===== src/hdl/srd_pkg.sv =====
// shared constants and types for the signed rounding divider
// no dependencies
`default_nettype none

package srd_pkg;

   // operand and result width
   localparam int DATA_WIDTH = 32;

   // one beat of work as it moves down the divider stages
   typedef struct packed {
      logic [DATA_WIDTH-1:0] rem;   // partial remainder
      logic [DATA_WIDTH-1:0] nq;    // dividend bits still to use, quotient bits shifted in
      logic [DATA_WIDTH-1:0] den;   // divisor magnitude
      logic                  neg;   // result takes a minus sign
      logic                  dz;    // divisor was zero
   } div_work_type;

   // rounded magnitude with the flags it still needs
   typedef struct packed {
      logic [DATA_WIDTH-1:0] qmag;
      logic                  neg;
      logic                  dz;
   } round_work_type;

endpackage

`default_nettype wire


===== src/hdl/srd_finish.sv =====
// rounding stage and output register: half away from zero, sign, saturation
// depends on srd_pkg
`default_nettype none

module srd_finish
   import srd_pkg::*;
(
   input  wire logic                  clock,
   input  wire logic                  reset,
   input  wire logic                  advance,
   input  wire logic                  in_valid,
   input  div_work_type               in_work,
   output logic                       out_valid,
   output logic [DATA_WIDTH-1:0]      quotient,
   output logic                       div_by_zero
);

   localparam logic [DATA_WIDTH-1:0] MaxPos = {1'b0, {(DATA_WIDTH-1){1'b1}}};

   logic                  rnd_valid_ff;
   round_work_type        rnd_ff, rnd_in;
   logic                  round_up;
   logic                  out_valid_ff;
   logic [DATA_WIDTH-1:0] quot_ff, quot_in;
   logic                  dz_ff;

   // round up when twice the remainder reaches the divisor
   always_comb begin
      round_up    = ({in_work.rem, 1'b0} >= {1'b0, in_work.den});
      rnd_in.qmag = in_work.nq + {{(DATA_WIDTH-1){1'b0}}, round_up};
      rnd_in.neg  = in_work.neg;
      rnd_in.dz   = in_work.dz;
   end

   // apply sign; a zero divisor gives zero and a positive magnitude past the range saturates
   always_comb begin
      if (rnd_ff.dz) begin
         quot_in = '0;
      end else if (rnd_ff.neg) begin
         quot_in = ~rnd_ff.qmag + 1'b1;
      end else if (rnd_ff.qmag[DATA_WIDTH-1]) begin
         quot_in = MaxPos;
      end else begin
         quot_in = rnd_ff.qmag;
      end
   end

   // valid registers
   always_ff @(posedge clock) begin
      if (reset) begin
         rnd_valid_ff <= 1'b0;
         out_valid_ff <= 1'b0;
      end else if (advance) begin
         rnd_valid_ff <= in_valid;
         out_valid_ff <= rnd_valid_ff;
      end
   end

   // payload registers
   always_ff @(posedge clock) begin
      if (advance) begin
         rnd_ff  <= rnd_in;
         quot_ff <= quot_in;
         dz_ff   <= rnd_ff.dz;
      end
   end

   assign out_valid   = out_valid_ff;
   assign quotient    = quot_ff;
   assign div_by_zero = dz_ff;

endmodule

`default_nettype wire


===== config.mk =====
export PLATFORM = sky130hd
export DESIGN_NAME = srd_finish
export DESIGN_NICKNAME = d
export VERILOG_FILES = /design/src/hdl/srd_pkg.sv /design/src/hdl/srd_finish.sv
export SDC_FILE = /design/constraint.sdc
export NUM_CORES = 1
export LEC_CHECK = 0
export BUFFER_PORTS_ARGS = -buffer_cell sky130_fd_sc_hd__buf_2
export CAP_MARGIN = 20
export CORE_MARGIN = 4
export CORE_UTILIZATION = 35
export DETAILED_ROUTE_END_ITERATION = 8
export SYNTH_ARGS = -nofsm -noshare
export SYNTH_HDL_FRONTEND = slang
export SYNTH_SLANG_ARGS = --single-unit

===== constraint.sdc =====
create_clock -name clock -period 12.2 [get_ports clock]
set_input_delay 2.44 -clock clock [delete_from_list [all_inputs] [get_ports clock]]
set_output_delay 2.44 -clock clock [all_outputs]
set_load 0.05 [all_outputs]

* After elaboration in Yosys (flattened, before gate mapping)
Index checks and enable logic that the tools add are counted.
** Word-level totals
- Output and inout port bits :: 34
- Input port bits :: 102
- Logic and storage cells :: 13
- Register bits :: 69
** Cells by class
- Bitwise operators :: 1
- Add/subtract/negate cells :: 2
- Magnitude comparators :: 1
- Muxes and demuxes :: 2
** Operators with widths (number)
- 33-bit by 32-bit greater-or-equal comparator with 1-bit output :: 1
- 32-bit by 1-bit adder with 32-bit output :: 1
- 32-bit by 1-bit adder with 32-bit output (second input constant) :: 1
- 32-bit 2-to-1 mux :: 1
- 32-bit inverter :: 1
- 31-bit 2-to-1 mux :: 1

* Longest topological paths before layout
Gate-level depths: netlist (run 1).
- Depth in word-level cells :: 3
- Gate-level depth with buffers :: 13
- Depth with buffers taken out :: 13

* Worst setup path before layout (run 1)
Ideal clock, no wire load.
- Kind :: input-to-reg
- Start :: in in_work[25] (netlist name)
- End :: reg rnd_ff[30] (netlist name) (data pin)
- Library setup time :: 258 ps
- Arrival time :: 5329 ps
- Buffers on the path :: 0
- Stages on the path :: 13
- Slack :: 6614 ps
- Data required time :: 11942 ps
- Cell sequence :: inv_1 ha_1 and4_1 nand2_1 or3_1 o311ai_0 a2bb2oi_1 ha_1 nand4_1 nor4_1 and3_1 nand4_1 xnor2_1
** RTL lines
- start: declaration :: line srd_finish.sv:12 : input div_work_type in_work,
- end signal: assignment :: line srd_finish.sv:62 : rnd_ff <= rnd_in;
- end: declaration :: line srd_finish.sv:21 : round_work_type rnd_ff, rnd_in;

==> metrics.md, run 1 <==
| Metric | Value |
|---|---|
| Crit path cell chain | `buf_2 > inv_1 > ha_1 > and4_1 > nand2_1 > or3_1 > o311ai_0 > a2bb2oi_1 > ha_1 > nand4_1 > nor4_1 > and3_1 > nand4_1 > xnor2_1` |
| Via count | `3918` |
| Sink Count | `69` |
| Routed wire length per instance | `around 14 um` |
| Vias in the first global route | `between 3000 and 4000` |
| Drt initial violations | `166` |
| Num ports | `136` |
| Later-pin clock latency in the skew report | `roughly 330 ps` |
| Cells after Synth | `between 400 and 500` |
| Clock root cell | `clkbuf_16` |
| F_max | `172 MHz` |
| Peak VDD IR | `about 64 uV` |
| P_leak | `about 2.4 nW` |
| Post-CTS Hold Buffers | `0` |
| Synth warn | `0` |
| Filler cell count | `roughly 1200` |
| FP Rows | `41` |
| CTS-repair resized insts | `0` |
| Final WL | `11000 um` |
| Tightest Pin Transition | `between 900 and 1000 ps` |
| Setup bufs post-CTS | `0` |
| Synth-to-Final Area Change | `24.2%` |
| Antenna-violating nets left | `0` |
| Initial antenna violation count | `1` |
| R2R Path Start | `rnd_ff[11]` |
| Deepest clock path buffer count | `2` |
| Hold Crit Start | `out_valid` |
| Top cell family by delay on the critical path | `simple AND/OR/NAND/NOR gates` |
| Distinct cells, synth | `between 60 and 70` |
| Arr. time, crit path | `between 5000 and 6000 ps` |
| Synth Area per Inst | `10.1 um2` |
| Register area share after synthesis | `44.9%` |
| Average via count per standard cell | `between 5 and 6` |
| Crit. Startpoint | `in_work[25]` |
| Worst Path Required | `between 10000 and 15000 ps` |
| Hold/Removal Path Class | `register to register` |
| Total CTS buffers | `9` |
| Crit share post-route | `around 48%` |
| CP bufs+invs | `2` |
| Placer Congestion | `between 0.8 and 0.9` |
| Syn_nets | `approximately 600` |
| RSZ-0062 raised after global routing | `false` |
| Largest net degree at the start of global routing | `70` |
| Final setup violating endpoints | `0` |
| Flops & latches, synth | `between 60 and 70` |
| Kind of critical path | `input pin to register` |
| Hold Vio Cnt, Final | `0` |
| Length of the first detailed-routing pass in iterations | `5` |
| Final Slew Violations | `0` |
| Overflow after GRT | `0` |
| Max FO, Critical Path | `5` |
| Startpoint types | `input pin` |
| Initial core utilization | `a little over a third` |
| Die height | `approximately 120 um` |
| Period minus WS final | `5820 ps` |
| Peak per-stage delay on the critical path | `780 ps` |
| Total GRT Usage | `~15%` |
| Share of cells above drive strength 1 | `roughly 28%` |
| EDFF count, synth | `67` |
| Fin Hold WS | `slightly below 500 ps` |
| H-tree depth | `3` |
| DP HPWL | `8860 um` |
| Run status | `finished, final reports clean` |
| Power density over the cells | `around 120 mW/mm2` |
| Number of remaining DRC errors | `0` |
| Post-Syn Area | `0.00457 mm2` |
| Crit end category | `register` |
| Area of the core | `0.0127 mm2` |
| Post-synth top flop | `edfxtp_1` |
| Clk_skew | `about 8.4 ps` |
| Final nets | `720` |
| Maximum Capacitance Violations | `0` |
| # port buffers | `135` |
| Full die area | `0.0149 mm2` |
| Setup TNS Final | `0 ps` |
| Die width | `roughly 120 um` |
| Worst path slowest cell | `nor4_1` |
| First-pass GRT wire length | `17600 um` |
| CTS tree | `built` |
| Reg clk slew, reported paths | `~50 ps` |
| Post-synth ARST share | `0%` |
| Slew Limit Headroom | `33.5%` |
power by group:
group,leakage [nW],internal (mW),switching [mW]
registers,0.686,0.285,0.0133
clock network,0.137,0.156,0.0865
logic,1.58,0.0498,0.0913
total,2.40,0.491,0.191
worst paths after layout:
| kind | endpoint | slack, ps | cells after the start |
|---|---|---|---|
| setup reg to reg | quotient[27] | 9580 | 5 |
| hold / removal | out_valid | 490 | 2 |
| hold reg to reg | out_valid | 490 | 2 |
| setup / recovery | rnd_ff[30] | 6380 | 14 |
cell usage after synthesis (all sizes together) (3+ instances only):
cell | instances | area share (%)
xnor2 | 24 | 4.6
a211oi | 11 | 1.8
a311oi | 7 | 1.3
buf | 3 | 0.49
clkbuf | 13 | 1.6
o21a | 3 | 0.49
nand4 | 14 | 1.9
o21ai | 15 | 1.8
or3 | 5 | 0.82
edfxtp | 67 | 44
nor2 | 33 | 2.7
a21oi | 33 | 3.6
a211o | 6 | 1.2
nand2 | 29 | 2.4
nor4 | 8 | 1.9
nor3 | 17 | 1.9
or4 | 4 | 0.82
xor2 | 6 | 1.2
inv | 36 | 3.0
a21o | 6 | 1.0
nand3 | 28 | 3.2
ha | 35 | 9.6
and3 | 6 | 0.82
nand3b | 3 | 0.49
and4 | 5 | 0.96
sequential cells by signal, indices dropped and copies added (netlist names):
signal	cells
quotient	32
out_valid	1
div_by_zero	1
rnd_valid_ff	1
rnd_ff	34
layout by cell type (no fill, tap or decap), types with 6 or more instances in the layout:
cell type	Yosys	routed
nand3_1	27	27
o21ai_0	13	13
nand2_1	29	29
nor3_1	17	17
xnor2_1	24	24
a311oi_1	7	7
edfxtp_1	67	67
buf_2	0	135
nor2_1	33	33
nand4_1	14	14
a211oi_1	11	11
clkbuf_16	0	9
xor2_1	6	6
and3_1	6	6
ha_1	35	35
a21oi_1	33	33
inv_1	36	36
routing by layer:
layer  track usage, %  share of wire (%)
met5                0               0.11
met4             8.47                3.0
met3             4.61                9.5
met2             23.5                 46
met1             17.6                 41
metrics by stage:
stage / cells / utilization [%] / setup slack (ps) / power (mW) / cell area, um2
floorplan: 450 / - / 6610 / 0.394 / 4570
global placement: 744 / 42.5 / 6110 / 0.440 / 5380
detailed placement: 744 / 42.5 / 6020 / 0.444 / 5380
CTS: 760 / 44.7 / 6370 / 0.690 / 5670
global route: 760 / 44.7 / 6160 / 0.717 / 5670
finish: 761 / 44.7 / 6380 / 0.682 / 5670
area by class of cell:
cell class | instances | area (um2) | share of cell area, %
timing repair buffer | 138 | 698 | 12.3
clock inverter | 5 | 51.3 | 0.905
antenna | 1 | 2.50 | 0.0441
clock buffer | 11 | 233 | 4.11
sequential | 69 | 2050 | 36.2
tap | 172 | 215 | 3.80
inverter | 36 | 135 | 2.38
multi-input combinational | 329 | 2280 | 40.3
tightest hold or removal path: stages (launching register included):
cell     delay (ps)
dfxtp_1         320
mux2i_1          60
nor2_1           70
cells by family (layout without fill, tap and decap cells):
group	after synthesis	in the layout	synth area share, %
fa+ha+maj	35	35	9.59
flops	69	69	44.9
mux	3	3	0.685
simple gates	161	161	19.3
other cells	0	1	0
compound gates	100	100	14.6
buf+inv	52	190	5.07
xor+xnor	30	30	5.75
Note: power is estimated with default switching activity, not from simulation.
==> run 2: changes to the inputs <==
Clock period 12.2 ns to 5.14 ns, I/O delays scaled along.
==> metrics.md, run 2 (synthesized netlist as in run 1, its figures left out) <==
| Metric | Value |
|---|---|
| CTS-repair resized insts | `0` |
| Filler cell count | `approximately 1200` |
| Routed wire length per instance | `around 14 um` |
| Fin worst setup slack | `about 1100 ps` |
| Hold/Removal Path Class | `register to register` |
| Reg with most FFs | `rnd_ff` |
| Pre-CTS setup slack | `between 600 and 700 ps` |
| Logic pwr share | `between 10% and 20%` |
| Kind of critical path | `input pin to register` |
| Setup TNS Final | `0 ps` |
| Clk_skew | `approximately 5.5 ps` |
| Commonest non-fill, non-tap cell in the layout | `buf_2` |
| Initial core utilization | `36.0%` |
| Fin Hold WS | `around 500 ps` |
| Later-pin clock latency in the skew report | `330 ps` |
| Sink Count | `~70` |
| Largest net degree at the start of global routing | `70` |
| Vias in the first global route | `approximately 3800` |
| Clk pwr share | `approximately 38%` |
| H-tree depth | `3` |
| Pint | `1.22 mW` |
| Fin util | `approximately 45%` |
| Synth-to-Final Area Change | `25.4%` |
| RSZ-0062 raised after global routing | `false` |
| Full die area | `~0.015 mm2` |
| P_leak | `2.43 nW` |
| Antenna-violating nets left | `0` |
| Setup bufs post-CTS | `0` |
| R2R Path Start | `rnd_ff[11]` |
| Final setup violating endpoints | `0` |
| CTS tree | `built` |
| First-pass GRT wire length | `around 17000 um` |
| Most frequent cells in the layout | `buf_2, edfxtp_1, inv_1` |
| Final Non-Filler Cells | `761` |
| Tot Pwr | `approximately 1.7 mW` |
| Max FO, Critical Path | `5` |
| F_max | `between 200 and 250 MHz` |
| Die height | `roughly 120 um` |
| Final WL | `between 10000 and 15000 um` |
| Post-CTS Hold Buffers | `0` |
| Maximum Capacitance Violations | `0` |
| Average via count per standard cell | `between 5 and 6` |
| Die width | `122 um` |
| Number of remaining DRC errors | `0` |
| # port buffers | `135` |
| Overflow after GRT | `0` |
| Crit. Startpoint | `in_work[25]` |
| Slew Limit Headroom | `approximately 35%` |
| Final Slew Violations | `0` |
| Sw frac | `27.5%` |
| Tightest Pin Transition | `964 ps` |
| Switching power | `about 0.46 mW` |
| Initial antenna violation count | `0` |
| Crit end category | `register` |
| Area of the core | `between 0.01 and 0.015 mm2` |
| Period minus WS final | `4060 ps` |
| Max reg flops | `34` |
| Total GRT Usage | `between 10 and 15%` |
| Final instance area | `between 0.005 and 0.006 mm2` |
| FP Rows | `approximately 40` |
| Via count | `slightly below 4000` |
| Placed cell area | `between 0.005 and 0.006 mm2` |
| Peak VDD IR | `156 uV` |
| Hold Vio Cnt, Final | `0` |
| Clock root cell | `clkbuf_16` |
| Total CTS buffers | `9` |
| Placed insts | `approximately 740` |
| Crit share post-route | `between 70 and 80%` |
| Run status | `finished, final reports clean` |
| Share of cells above drive strength 1 | `28.7%` |
| Seq pwr share | `a little over two fifths` |
| Power density over the cells | `293 mW/mm2` |
| Num ports | `around 140` |
| Arr. time, crit path | `between 4000 and 5000 ps` |
| DP HPWL | `around 8700 um` |
| Length of the first detailed-routing pass in iterations | `4` |
| Placer Congestion | `a little under 0.9` |
| Deepest clock path buffer count | `2` |
| Reg clk slew, reported paths | `about 50 ps` |
| Worst Path Required | `~5200 ps` |
| Startpoint types | `input pin` |
| Hold Crit Start | `rnd_valid_ff` |
| Final nets | `721` |
| Drt initial violations | `about 230` |
| ANT cells | `0` |
## run 2: path summary, 6_finish.rpt
check | end | slack [ps] | depth (start not counted)
worst min register to register | rnd_valid_ff | 510 | 2
worst min-delay path | rnd_valid_ff | 510 | 2
worst max-delay path | rnd_ff[30] | 1080 | 15
worst max register to register | quotient[29] | 2490 | 5
## run 2: final cells by class
class,count,area (um2),area share [%]
inverters,36,135,2.36
clock buffers,9,225,3.93
clock inverters,7,88.8,1.55
multi-input cells,329,2280,39.9
flip-flops and latches,69,2050,35.8
well taps,172,215,3.76
repair buffers,139,726,12.7
## run 2: critical path: stages
cell	delay [ps]
buf_2	70
inv_1	30
ha_1	300
and4_1	240
nand2_1	70
or3_1	380
o311ai_0	320
a2bb2oi_1	260
ha_1	240
nand4_1	140
nor4_1	330
buf_4	190
and3_1	240
nand4_1	140
xnor2_1	150
## run 2: routing by layer
metal  track usage, %  part of all wire [%]
met4             5.60                   1.5
met2             24.3                    47
met3             5.16                    10
met1             17.5                    41
met5                0                     0
## run 2: power groups by stage
stage	clock [mW]	combinational [mW]	sequential (mW)
final	0.635	0.335	0.711
after global routing	0.676	0.371	0.717
after CTS	0.653	0.330	0.714
after detailed placement	0	0.328	0.725
after global placement	0	0.321	0.723
after floorplan	0	0.146	0.789
