### src/hdl/srd_pkg.sv
// shared constants and types for the signed rounding divider
// no dependencies
`default_nettype none

package srd_pkg;

   // operand and result width
   localparam int DATA_WIDTH = 32;

   // one beat of work as it moves down the divider stages
   typedef struct packed {
      logic [DATA_WIDTH-1:0] rem;   // partial remainder
      logic [DATA_WIDTH-1:0] nq;    // dividend bits still to use, quotient bits shifted in
      logic [DATA_WIDTH-1:0] den;   // divisor magnitude
      logic                  neg;   // result takes a minus sign
      logic                  dz;    // divisor was zero
   } div_work_type;

   // rounded magnitude with the flags it still needs
   typedef struct packed {
      logic [DATA_WIDTH-1:0] qmag;
      logic                  neg;
      logic                  dz;
   } round_work_type;

endpackage

`default_nettype wire

### src/hdl/srd_prep.sv
// entry stage: operand magnitudes, result sign and zero-divisor flag
// depends on srd_pkg
`default_nettype none

module srd_prep
   import srd_pkg::*;
(
   input  wire logic                  clock,
   input  wire logic                  reset,
   input  wire logic                  advance,
   input  wire logic                  in_valid,
   input  wire logic [DATA_WIDTH-1:0] dividend,
   input  wire logic [DATA_WIDTH-1:0] divisor,
   output logic                       out_valid,
   output div_work_type               out_work
);

   logic         valid_ff;
   div_work_type work_ff, work_in;
   logic         nn, dn;

   // unsigned magnitudes; the most negative value maps to its own pattern
   always_comb begin
      nn            = dividend[DATA_WIDTH-1];
      dn            = divisor[DATA_WIDTH-1];
      work_in.rem   = '0;
      work_in.nq    = nn ? (~dividend + 1'b1) : dividend;
      work_in.den   = dn ? (~divisor + 1'b1) : divisor;
      work_in.neg   = nn ^ dn;
      work_in.dz    = (divisor == '0);
   end

   // valid register
   always_ff @(posedge clock) begin
      if (reset) begin
         valid_ff <= 1'b0;
      end else if (advance) begin
         valid_ff <= in_valid;
      end
   end

   // payload register
   always_ff @(posedge clock) begin
      if (advance) begin
         work_ff <= work_in;
      end
   end

   assign out_valid = valid_ff;
   assign out_work  = work_ff;

endmodule

`default_nettype wire

### config.mk
export PLATFORM = sky130hd
export DESIGN_NAME = srd_prep
export DESIGN_NICKNAME = d
export VERILOG_FILES = /design/src/hdl/srd_pkg.sv /design/src/hdl/srd_prep.sv
export SDC_FILE = /design/constraint.sdc
export NUM_CORES = 1
export LEC_CHECK = 0
export ABC_AREA = 0
export BUFFER_PORTS_ARGS = -buffer_cell sky130_fd_sc_hd__buf_2
export CORE_MARGIN = 2
export CORE_UTILIZATION = 51
export CTS_CLUSTER_SIZE = 10
export DETAILED_ROUTE_END_ITERATION = 12
export MAX_ROUTING_LAYER = met4
export PLACE_DENSITY_LB_ADDON = 0.12
export SLEW_MARGIN = 0
export SYNTH_ARGS = -nofsm -noshare
export SYNTH_HDL_FRONTEND = slang
export SYNTH_SLANG_ARGS = --single-unit
export TNS_END_PERCENT = 10
### constraint.sdc
create_clock -name clock -period 6.5 [get_ports clock]
set_input_delay 0.975 -clock clock [delete_from_list [all_inputs] [get_ports clock]]
set_output_delay 0.975 -clock clock [all_outputs]
set_load 0.05 [all_outputs]
# After elaboration in Yosys (flattened, before gate mapping)
# Cells that the tools add are included.
[totals]
regBits = 67
inputBits = 68
[classes]
addsub = 2
mux = 2
n_bitwise = 3
reduce_logical = 1
[ops]
columns = ["cell", "n"]
rows = [
  ["32-bit by 1-bit adder with 32-bit output (second input constant)", 2],
  ["32-bit inverter", 2],
  ["31-bit 2-to-1 mux", 2],
  ["32-bit zero test", 1],
  ["1-bit XOR", 1],
]

# Logic depth before layout (Yosys ltp)
# Gate-level depths: netlist (run 1).
[depth]
depth_word = 3
mapped_depth = 7
ltp_nobuf = 7

# Worst setup path after synthesis (run 1)
# OpenSTA, ideal clock, no wires.
[synth_timing]
path_kind = "input port to flip-flop"
startpoint = "input divisor[5]"
endpoint = "register work_ff, in the netlist out_work[15], data pin"
t_arrival_ns = 2.519
setup_slack_ns = 3.723
cell_stages = 5
n_path_buf = 0
cell_sequence = "or4_4 > or3_1 > or3_4 > o31ai_4 > xnor2_1"
[synth_lines]
columns = ["element", "line", "text"]
rows = [
  ["from (decl)", "srd_prep.sv:13", "input wire logic [DATA_WIDTH-1:0] divisor,"],
  ["to (signal assigned)", "srd_prep.sv:45", "work_ff <= work_in;"],
  ["to (decl)", "srd_prep.sv:19", "div_work_type work_ff, work_in;"],
]

==> metrics.md, run 1 <==
| Metric | Value |
|---|---|
| Final instance area | 4480 um2 |
| Clock root buffer | clkbuf_8 |
| Arrival time of the worst setup path | 2.87 ns |
| Inserted Clock Buffers | 9 |
| Std-Cell Rows | 30 |
| # hold bufs at CTS | 0 |
| Iteration-0 DRC count of the detailed router | 116 |
| Final count of pins violating max slew | 0 |
| DR vias/cell | 5.04 |
| Max transition margin | 43.1% |
| Clock slew at reported path FFs | 0.07 ns |
| Cell Area, Placed | 4310 um2 |
| Worst R2R Setup Slack | 5.91 ns |
| Number of buffers added on ports | 134 |
| Cell count after synthesis | 298 |
| Remaining global-route overflow | 0 |
| Ratio of cells with drive above 1 in the final layout | 35.9% |
| Wire length of the first global-routing pass | 11.3 mm |
| Critical Path Sink Type | flip-flop |
| Overall die area | 7880 um2 |
| VDD IR-drop max | 128 uV |
| Clock tree from TritonCTS | yes |
| Number of nets with antenna violations after routing | 0 |
| Combined global-route utilization of all metal layers | 19.6% |
| Vertical die dimension | 88.8 um |
| Worst setup path class | in -> reg |
| Transition at the pin with the smallest max-transition slack | 0.854 ns |
| Synthesis-stage register bit count | 67 |
| Cell Area, Synth | 3660 um2 |
| Count of different cell masters after synthesis | 34 |
| # IOs | 167 |
| Part of the cycle the worst path needs | 42.9% |
| Total chip power | 1.20 mW |
| Number of vias after detailed routing | 2700 |
| RSZ-0062 raised after global routing | no |
| Hold violation count in the final report | 0 |
| Post-route DRC | 0 |
| Count of endpoints failing setup in the final report | 0 |
| Detailed Place HPWL | 5.64 mm |
| Endpoint of the worst setup timing path | out_work[29] |
| Capture point of the worst reg-to-reg path | out_valid |
| ANT cells | 0 |
| Worst Path Max Fanout | 7 |
| Largest net degree at the start of global routing | 68 |
| Ys Warns | 0 |
| Minimum clock period after layout | 2.79 ns |
| Die Width | 88.8 um |
| Initial antenna violation count | 0 |
| Fmax achieved | 358 MHz |
| Setup clock skew after layout | 0 ns |
| Total number of clock tree sinks | 67 |
| Worst path slowest cell | or4_4 |
| Weighted congestion at the end of routability-driven global placement | 0.813 |
| Initial cell density of the core | 53.4% |
| Post-CTS Setup Inserts | 0 |
| Share of the yosys chip area belonging to registers | 54.6% |
| Total wire length after detailed routing | 7.53 mm |
| Most frequent cells in the layout | buf_2 (134), edfxtp_1 (66), xnor2_1 (57) |
| R2R Path Start | out_valid |
| Growth of design area from synthesis to finish | 22.3% |
| Cells on worst reg2reg path | 2 |
| Count of cells resized by post-cts repair | 0 |
| Power per unit of standard cell area | 268 nW/um2 |
| Outcome | finished, final reports clean |
| Static leakage | 1.76 nW |
| Count of maximum capacitance violations | 0 |
| Leading cell type in the layout, fill and taps excluded | buf_2 |
| Per-instance average area after synthesis | 12.3 um2 |
| Crit path cell chain | buf_2, or4_4, nor4b_4, nand4_1, o41ai_2, xnor2_1 |
| Number of nets in the layout | 508 |
| Tightest Hold Check Type | reg -> reg |
| CP Launch Point | divisor[3] |
| Highest cell delay on the worst timing path | 0.56 ns |
| Via count of the first global-routing pass | 2452 |
| Level count of the clock H-tree | 3 |
| Maximum buffer depth of the clock tree | 2 |
| Drt wl/cell | 14.0 um |
| Total core area | 6870 um2 |
| Required time at the worst-slack endpoint | 6.58 ns |
| Startpoint kind of the worst setup timing path | input port |
| Aggregate negative setup slack | 0 ns |
| Worst-Skew Late Latency | 0.32 ns |
| First-pass iteration count of the detailed router | 4 |
-- kinds of logic (layout without fill, tap and decap cells) --
family                     Yosys count  in the layout  synth area share (%)
muxes                                1              1                 0.273
buffers and inverters               45            156                  7.99
and+or+nand+nor                     75             75                  11.8
other                                1             32                 0.102
AOI/OAI and AO/OA                   46             46                  9.76
DFF                                 67             67                  54.6
adders and majority gates            4              4                  1.37
xor gates and xnor gates            59             59                  14.1
-- critical path: cells and delay by family --
family | cells | cell delay, ns
AO/OA/AOI/OAI | 1 | 0.35
XOR/XNOR | 1 | 0.10
buffers and inverters | 1 | 0.13
AND/OR/NAND/NOR | 3 | 1.32
-- how the worst min path moves through the flow --
stage / startpoint / endpoint / cells after the start
finish: out_valid / out_valid / 2
global route: out_valid / out_valid / 2
CTS: out_valid / out_valid / 2
detailed placement: out_valid / out_valid / 2
global placement: out_valid / out_valid / 2
floorplan: out_valid / out_valid / 2
-- per-stage QoR --
step | hold slack (ns) | utilization [%] | cells | setup slack [ns]
floorplan | 0.733 | - | 329 | 3.72
detailed placement | 0.486 | 62.7 | 521 | 3.38
CTS | 0.507 | 65.3 | 536 | 3.75
global route | 0.605 | 65.3 | 536 | 3.56
finish | 0.502 | 65.3 | 536 | 3.71
global placement | 0.472 | 62.7 | 521 | 3.44
-- sequential cells by signal, summed over array words and instances, names as in the netlist --
name / flops
out_work: 66
out_valid: 1
-- layout make-up --
class	count	area, um2
sequential	67	2000
timing repair buffer	135	678
inverter	6	22.5
fill	565	2390
clock inverter	4	42.5
tap	96	120
multi-input combinational	217	1490
clock buffer	11	131
-- report_power, final --
group          switching (mW)  internal (mW)  total, mW
Combinational           0.269         0.0775      0.346
Clock                   0.144          0.172      0.316
Sequential            0.00958          0.528      0.538
Total                   0.422          0.778       1.20
-- routing by layer --
metal	track usage (%)	routed length (um)	part of all wire (%)
met5	-	0	0
met4	7.85	122	1.6
met3	3.26	529	7.0
met2	32.0	3660	49
met1	24.2	3220	43
-- cells in the mapped netlist --
master | n | area (um2)
or3_4 | 1 | 11.3
mux2i_1 | 1 | 10.0
nor3_2 | 1 | 10.0
nor3_1 | 5 | 25.0
nor2_1 | 8 | 30.0
nor4_1 | 2 | 12.5
nor4b_1 | 2 | 17.5
buf_4 | 33 | 248
a21boi_0 | 1 | 7.51
nand3_2 | 1 | 10.0
o41ai_2 | 3 | 48.8
nand4_1 | 3 | 18.8
o31ai_4 | 1 | 21.3
edfxtp_1 | 66 | 1980
nand2b_1 | 5 | 31.3
nand3_1 | 5 | 25.0
xnor2_1 | 57 | 499
or3_1 | 7 | 43.8
xor2_1 | 2 | 17.5
inv_1 | 6 | 22.5
o31ai_2 | 1 | 12.5
and2_1 | 1 | 6.26
or4_1 | 8 | 60.1
clkbuf_1 | 6 | 22.5
ha_1 | 4 | 50.1
o21ai_0 | 18 | 90.1
nand2_1 | 22 | 82.6
dfxtp_1 | 1 | 20.0
or2_2 | 2 | 12.5
o41ai_1 | 10 | 87.6
nor4b_4 | 1 | 23.8
or4_4 | 1 | 11.3
o31ai_1 | 12 | 90.1
conb_1 | 1 | 3.75
No activity file was read; power rests on OpenSTA's default activity.
==> run 2, diff against run 1 <==
Settings changed: ABC_AREA 0 to 1, CORE_UTILIZATION 51 to 50.
Clock period 6.5 ns to 2.8 ns, I/O delays scaled along.
==> run 2 against run 1 <==
Clock power rose by 120%. Clock-buffer cell count fell by 2. Sequential power rose by 130%. Final area rose by 14%. Sequential share of layout area fell by 5.6 points. Largest cell class unchanged. Highest routed layer unchanged.
==> metrics.md, run 2 <==
| Metric | Value |
|---|---|
| Outcome | finished, final reports clean |
| Crit path cell chain | buf_2, inv_2, a21oi_1, nor2_4, nand3_1, nand2_1 |
| Most instantiated library cell after synthesis | nand2_1 |
| Post-placement setup slack | 0.904 ns (-2.48 ns) |
| Total core area | 8260 um2 (+20%) |
| Growth of design area from synthesis to finish | 19.6% |
| Power per unit of standard cell area | 550 nW/um2 (+110%) |
| Critical Path Sink Type | flip-flop |
| RSZ-0062 raised after global routing | no |
| Leading cell type in the layout, fill and taps excluded | nand2_1 |
| Leading cell types by count after synthesis | nand2_1 (177), nor2_1 (87), edfxtp_1 (66) |
| Fmax achieved | 648 MHz |
| Cell class contributing the biggest share of worst-path delay | buffers and inverters |
| Detailed route wirelength on metal2 | 5.70 mm (+56%) |
| Clock tree from TritonCTS | yes |
| Max transition margin | 62.1% (+19 points) |
| Detailed Place HPWL | 8.81 mm (+56%) |
| Cell type contributing the most total cell area after synthesis | edfxtp_1 |
| Part of the cycle the worst path needs | 55.1% |
| Worst Hold Slack | 0.225 ns (-0.277 ns) |
| Die Width | 96.6 um (+8.9%) |
| # hold bufs at CTS | 0 (unchanged) |
| Static leakage | 2.34 nW (+33%) |
| Initial cell density of the core | 52.0% (-1.4 points) |
| Highest metal layer with signal wires | met4 |
| DR vias/cell | 4.93 (-2.2%) |
| Drt wl/cell | 14.1 um (+0.71%) |
| Most frequent cells in the layout | nand2_1 (177), buf_2 (134), nor2_1 (87) |
| Synthesis-stage register bit count | 67 (unchanged) |
| Top cells by area, synth | edfxtp_1 (46%), nand2_1 (15%), nor2_1 (7.6%) |
| Total met3 wirelength after detailed routing | 617 um (+17%) |
| Final instance area | 5130 um2 (+14%) |
| EDFF count, synth | 66 (unchanged) |
| Per-instance average area after synthesis | 8.07 um2 (-34%) |
| Final count of pins violating max slew | 0 (unchanged) |
| Total wire length after detailed routing | 11.1 mm (+47%) |
| Maximum buffer depth of the clock tree | 2 (unchanged) |
| Ratio of cells with drive above 1 in the final layout | 26.4% (-9.5 points) |
| Worst setup margin | 1.26 ns (-2.45 ns) |
| Aggregate negative setup slack | 0 ns (unchanged) |
| First-pass iteration count of the detailed router | 4 (unchanged) |
| ANT cells | 0 (unchanged) |
| Clock slew at reported path FFs | 0.07 ns (about the same) |
| Fraction of registers with async set/reset | 0% (unchanged) |
| Vertical die dimension | 96.6 um (+8.9%) |
| Dominant register cell in the synthesized netlist | edfxtp_1 |
| Initial antenna violation count | 0 (unchanged) |
| Number of nets with antenna violations after routing | 0 (unchanged) |
| Weighted congestion at the end of routability-driven global placement | 0.952 (+17%) |
| Highest cell delay on the worst timing path | 0.45 ns (-0.11 ns) |
| Startpoint kind of the worst setup timing path | input port |
| Count of maximum capacitance violations | 0 (unchanged) |
| VDD IR-drop max | 319 uV (+150%) |
| Portion of synthesized cell area occupied by the leading cell type | 46.2% (-7.9 points) |
| Crit path buffers/inverters | 2 (+1) |
| Combined global-route utilization of all metal layers | 24.6% (+5.1 points) |
| Fillcell total | 776 (+37%) |
| Required time at the worst-slack endpoint | 2.89 ns (-3.69 ns) |
| Worst path slowest cell | buf_2 |
| Worst Path Max Fanout | 31 (+24) |
| Minimum clock period after layout | 1.54 ns |
| Setup clock skew after layout | 0 ns (unchanged) |
| Hold violation count in the final report | 0 (unchanged) |
| Std-Cell Rows | 33 (+10%) |
| Wl on met1 | 4.41 mm (+37%) |
| Post-CTS Setup Inserts | 0 (unchanged) |
| Arrival time of the worst setup path | 1.64 ns (-1.23 ns) |
| Share of the yosys chip area belonging to registers | 46.6% (-8.0 points) |
| Via count of the first global-routing pass | 3796 (+55%) |
| Count of cells resized by post-cts repair | 0 (unchanged) |
| Worst-Skew Late Latency | 0.34 ns (+0.02 ns) |
| Inserted Clock Buffers | 9 (unchanged) |
| Ys Warns | 0 (unchanged) |
| # IOs | 167 (unchanged) |
| Iteration-0 DRC count of the detailed router | 150 (+29%) |
| Count of endpoints failing setup in the final report | 0 (unchanged) |
| Number of buffers added on ports | 134 (unchanged) |
| Remaining global-route overflow | 0 (unchanged) |
| Cell Area, Synth | 4290 um2 (+17%) |
| Number of vias after detailed routing | 3852 (+43%) |
| Largest net degree at the start of global routing | 52 (-24%) |
| Overall die area | 9340 um2 (+19%) |
| Tightest Hold Check Type | in -> reg |
| Wire length of the first global-routing pass | 17.9 mm (+58%) |
| Clock root buffer | clkbuf_8 |
| Cell count after synthesis | 532 (+79%) |
| Transition at the pin with the smallest max-transition slack | 0.569 ns (-0.285 ns) |
| Cell Area, Placed | 4960 um2 (+15%) |
| Level count of the clock H-tree | 3 (unchanged) |
| Worst setup path class | in -> reg |
| Post-route DRC | 0 (unchanged) |
| Count of different cell masters after synthesis | 24 (-29%) |
| Number of nets in the layout | 744 (+46%) |
| Flip-flop count of the largest register, all copies and words added | 66 (unchanged) |
| Total number of clock tree sinks | 67 (unchanged) |
## run 2: cell count changes in the layout (fill, tap and decap cells not counted), moves of 7 or more
cell     before  now
o21ai_0      18    8
xnor2_1      57   22
nor2_1        8   87
o41ai_1      10    0
nor2_2        0   10
o31ai_1      12    0
nand2_1      22  177
nor2_4        0    9
or4_1         8    0
nand3_1       5   37
inv_1         6   34
xor2_1        2    9
or3_1         7    0
## run 2: worst reg2reg max path: cells and delay by family (launching register included)
kind | cells | cell delay [ns]
flip-flops | 1 | 0.31
multiplexers | 1 | 0.12
AND/OR/NAND/NOR | 1 | 0.05
## run 2: path summary, 6_finish.rpt
path,from,end,slack (ns),cells after the start
worst max-delay path,dividend[31],out_work[62],1.26,6
worst min-delay path,reset,out_valid,0.23,2
worst max register to register,out_valid,out_valid,2.22,2
worst min register to register,out_valid,out_valid,0.50,2
## run 2: metal layers
layer / GRT usage [%] / vias to the layer above
li1: - / 1928
met1: 28.7 / 1737
met2: 41.8 / 160
met3: 4.19 / 27
met4: 11.1 / 0
met5: - / -
## run 2: layout make-up
cell class | count | area [um2] | area share, %
timing repair buffer | 136 | 698 | 13.6
clock inverter | 7 | 45.0 | 0.878
inverter | 36 | 135 | 2.63
tap | 105 | 131 | 2.56
sequential | 67 | 2000 | 39.0
clock buffer | 9 | 124 | 2.41
multi-input combinational | 422 | 2000 | 38.9
## run 2: where the power goes
group / leakage, nW / internal (mW) / total (mW) / switching (mW)
Clock: 0.0770 / 0.316 / 0.708 / 0.392
Sequential: 0.653 / 1.22 / 1.24 / 0.0241
Combinational: 1.61 / 0.186 / 0.871 / 0.685
Total: 2.34 / 1.72 / 2.82 / 1.10
## run 2: metrics by stage
| step | power [mW] | utilization [%] | cells |
|---|---|---|---|
| 6_report | 2.82 | 62.1 | 782 |
| 2_1_floorplan | 1.93 | - | 563 |
| 5_1_grt | 2.94 | 62.1 | 782 |
| 3_5_place_dp | 2.14 | 60.1 | 766 |
| 4_1_cts | 2.84 | 62.1 | 782 |
| 3_3_place_gp | 2.12 | 60.1 | 766 |
## run 2: cells by family after synthesis
| family | share of synthesized area, % |
|---|---|
| xor+xnor | 6.33 |
| simple gates | 33.5 |
| mux | 0.233 |
| flops | 46.6 |
| compound gates | 2.48 |
| fa+ha+maj | 1.17 |
| other cells | 0.0874 |
| buf+inv | 9.56 |
==> run 3, diff against run 2 <==
Settings changed: CORE_UTILIZATION 50 to 45.
Clock period 2.8 ns to 1.24 ns, I/O delays scaled along.
==> run 3 against run 2 <==
Global-route usage down 1.8 points. Utilization up 0.33 points. Final area up 12%. Via count up 6.1%. Cell count up 13%. First-iteration DRC count down 31%. Clock skew unchanged. Register-to-register slack worse by 1.6 ns. Largest cell class unchanged.
==> metrics.md, run 3 (same netlist as run 2, synthesis figures left out) <==
| Metric | Value |
|---|---|
| Maximum buffer depth of the clock tree | 2 (unchanged) |
| Largest net degree at the start of global routing | 44 (-15%) |
| Count of maximum capacitance violations | 0 (unchanged) |
| Highest cell delay on the worst timing path | 0.41 ns (-0.04 ns) |
| Detailed Place HPWL | 9.01 mm (+2.3%) |
| M3 GR Usage | 3.45% (-0.74 points) |
| VDD IR-drop max | 567 uV (+78%) |
| Drt wl/cell | 12.8 um (-9.6%) |
| Count of endpoints failing setup in the final report | 0 (unchanged) |
| Wire length of the first global-routing pass | 17.6 mm (-1.6%) |
| Aggregate negative setup slack | 0 ns (unchanged) |
| Required time at the worst-slack endpoint | 1.05 ns (-1.84 ns) |
| Minimum clock period after layout | 1.18 ns |
| Hold violation count in the final report | 0 (unchanged) |
| Die Width | 102 um (+5.2%) |
| Crit path buffers/inverters | 1 (-1) |
| First-pass iteration count of the detailed router | 4 (unchanged) |
| Initial cell density of the core | 46.4% (-5.5 points) |
| Final count of pins violating max slew | 0 (unchanged) |
| Startpoint kind of the worst setup timing path | flip-flop |
| Met2 Resource Use GR | 40.3% (-1.5 points) |
| Std-Cell Rows | 35 (+6.1%) |
| Power per unit of standard cell area | 1140 nW/um2 (+110%) |
| Critical Path Sink Type | output pin |
| Initial antenna violation count | 0 (unchanged) |
| ANT cells | 0 (unchanged) |
| Cell Area, Placed | 5590 um2 (+13%) |
| Clock tree from TritonCTS | yes |
| Iteration-0 DRC count of the detailed router | 103 (-31%) |
| Flip-flop count of the largest register, all copies and words added | 66 (unchanged) |
| Worst path slowest cell | edfxtp_1 |
| Weighted congestion at the end of routability-driven global placement | 0.916 (-3.8%) |
| Worst Path Max Fanout | 1 (-97%) |
| Setup clock skew after layout | 0 ns (unchanged) |
| Tightest Hold Check Type | in -> reg |
| Remaining global-route overflow | 0 (unchanged) |
| Part of the cycle the worst path needs | 95.2% |
| Via count of the first global-routing pass | 3955 (+4.2%) |
| Overall die area | 10300 um2 (+11%) |
| Leading cell type in the layout, fill and taps excluded | nand2_1 |
| Worst setup path class | reg -> out |
| Most frequent cells in the layout | nand2_1 (177), buf_2 (134), nor2_1 (86) |
| Worst-Skew Late Latency | 0.35 ns (about the same) |
| Cell class contributing the biggest share of worst-path delay | flip-flops |
| Arrival time of the worst setup path | 0.99 ns (-0.65 ns) |
| Ratio of cells with drive above 1 in the final layout | 33.8% (+7.3 points) |
| Final instance area | 5770 um2 (+12%) |
| Combined global-route utilization of all metal layers | 22.8% (-1.8 points) |
| Outcome | finished, final reports clean |
| Worst setup margin | 0.0592 ns (-1.20 ns) |
| Total core area | 9240 um2 (+12%) |
| Vertical die dimension | 102 um (+5.2%) |
| Growth of design area from synthesis to finish | 34.5% |
| Number of nets in the layout | 819 (+10%) |
| Number of vias after detailed routing | 4088 (+6.1%) |
| Fillcell total | 859 (+11%) |
| Global-route met1 utilization | 25.5% (-3.2 points) |
| Total number of clock tree sinks | 67 (unchanged) |
| Inserted Clock Buffers | 9 (unchanged) |
| Level count of the clock H-tree | 3 (unchanged) |
| RSZ-0062 raised after global routing | no |
| Number of nets with antenna violations after routing | 0 (unchanged) |
| Number of buffers added on ports | 134 (unchanged) |
| Global route hottest layer | met2 |
| Clock slew at reported path FFs | 0.08 ns (about the same) |
| Post-placement setup slack | -0.259 ns (-1.16 ns) |
| Fmax achieved | 847 MHz |
| Post-route DRC | 0 (unchanged) |
| Total wire length after detailed routing | 11.3 mm (+1.8%) |
| # IOs | 167 (unchanged) |
| DR vias/cell | 4.64 (-5.8%) |
| Clock root buffer | clkbuf_8 |
| Crit path cell chain | buf_2 |
| Static leakage | 2.72 nW (+16%) |
## run 3: changes by cell type in the layout (fill, tap and decap cells not counted), sizes merged
cell / previous run / this run
buf: 136 / 210
clkbuf: 9 / 10
clkinv: 3 / 4
clkinvlp: 4 / 2
dlygate4sd3: 0 / 1
## run 3: final timing paths
kind	start	slack (ns)	endpoint	depth (start not counted)
min reg2reg	out_valid	0.51	out_valid	2
min	dividend[0]	0.02	out_work[34]	1
max	out_work[0]	0.06	out_work[0]	1
max reg2reg	out_valid	0.65	out_valid	2
## run 3: worst register-to-register path, stage by stage, from the launching register on
cell and delay (ns):
dfxtp_1 0.31, mux2i_1 0.13, nor2_1 0.05
## run 3: power breakdown
group | switching (mW) | internal (mW)
Clock | 0.930 | 0.725
Sequential | 0.0530 | 2.75
Combinational | 1.57 | 0.572
## run 3: per-stage QoR
stage / std cells / power (mW) / util, % / hold WS, ns
2_1_floorplan: 563 / 4.37 / - / 0.258
3_3_place_gp: 864 / 4.98 / 60.4 / 0.343
3_5_place_dp: 864 / 5.00 / 60.4 / 0.353
4_1_cts: 881 / 6.65 / 62.4 / 0.00993
5_1_grt: 881 / 6.88 / 62.5 / 0.0139
6_report: 881 / 6.60 / 62.5 / 0.0238
## run 3: routing by layer
metal / part of all wire (%) / up-vias
li1: - / 2079
met1: 42 / 1857
met2: 51 / 131
met3: 5.2 / 21
met4: 2.4 / 0
met5: 0 / -
## run 3: cell type report
cell class	instances	area (um2)	share of cell area [%]
well taps	129	161	2.80
multi-input cells	422	2000	34.7
clock buffers	10	128	2.21
inverters	36	135	2.34
clock inverters	6	42.5	0.737
flip-flops and latches	67	2000	34.7
repair buffers	211	1300	22.5
## run 3: repair_timing
item | 4_1_cts | 5_1_grt
hold endpoints to repair | 1 | 0
setup endpoints to repair | 0 | 2
resized for setup | 0 | 2
hold buffers | 1 | 0
buffers inserted | 0 | 0
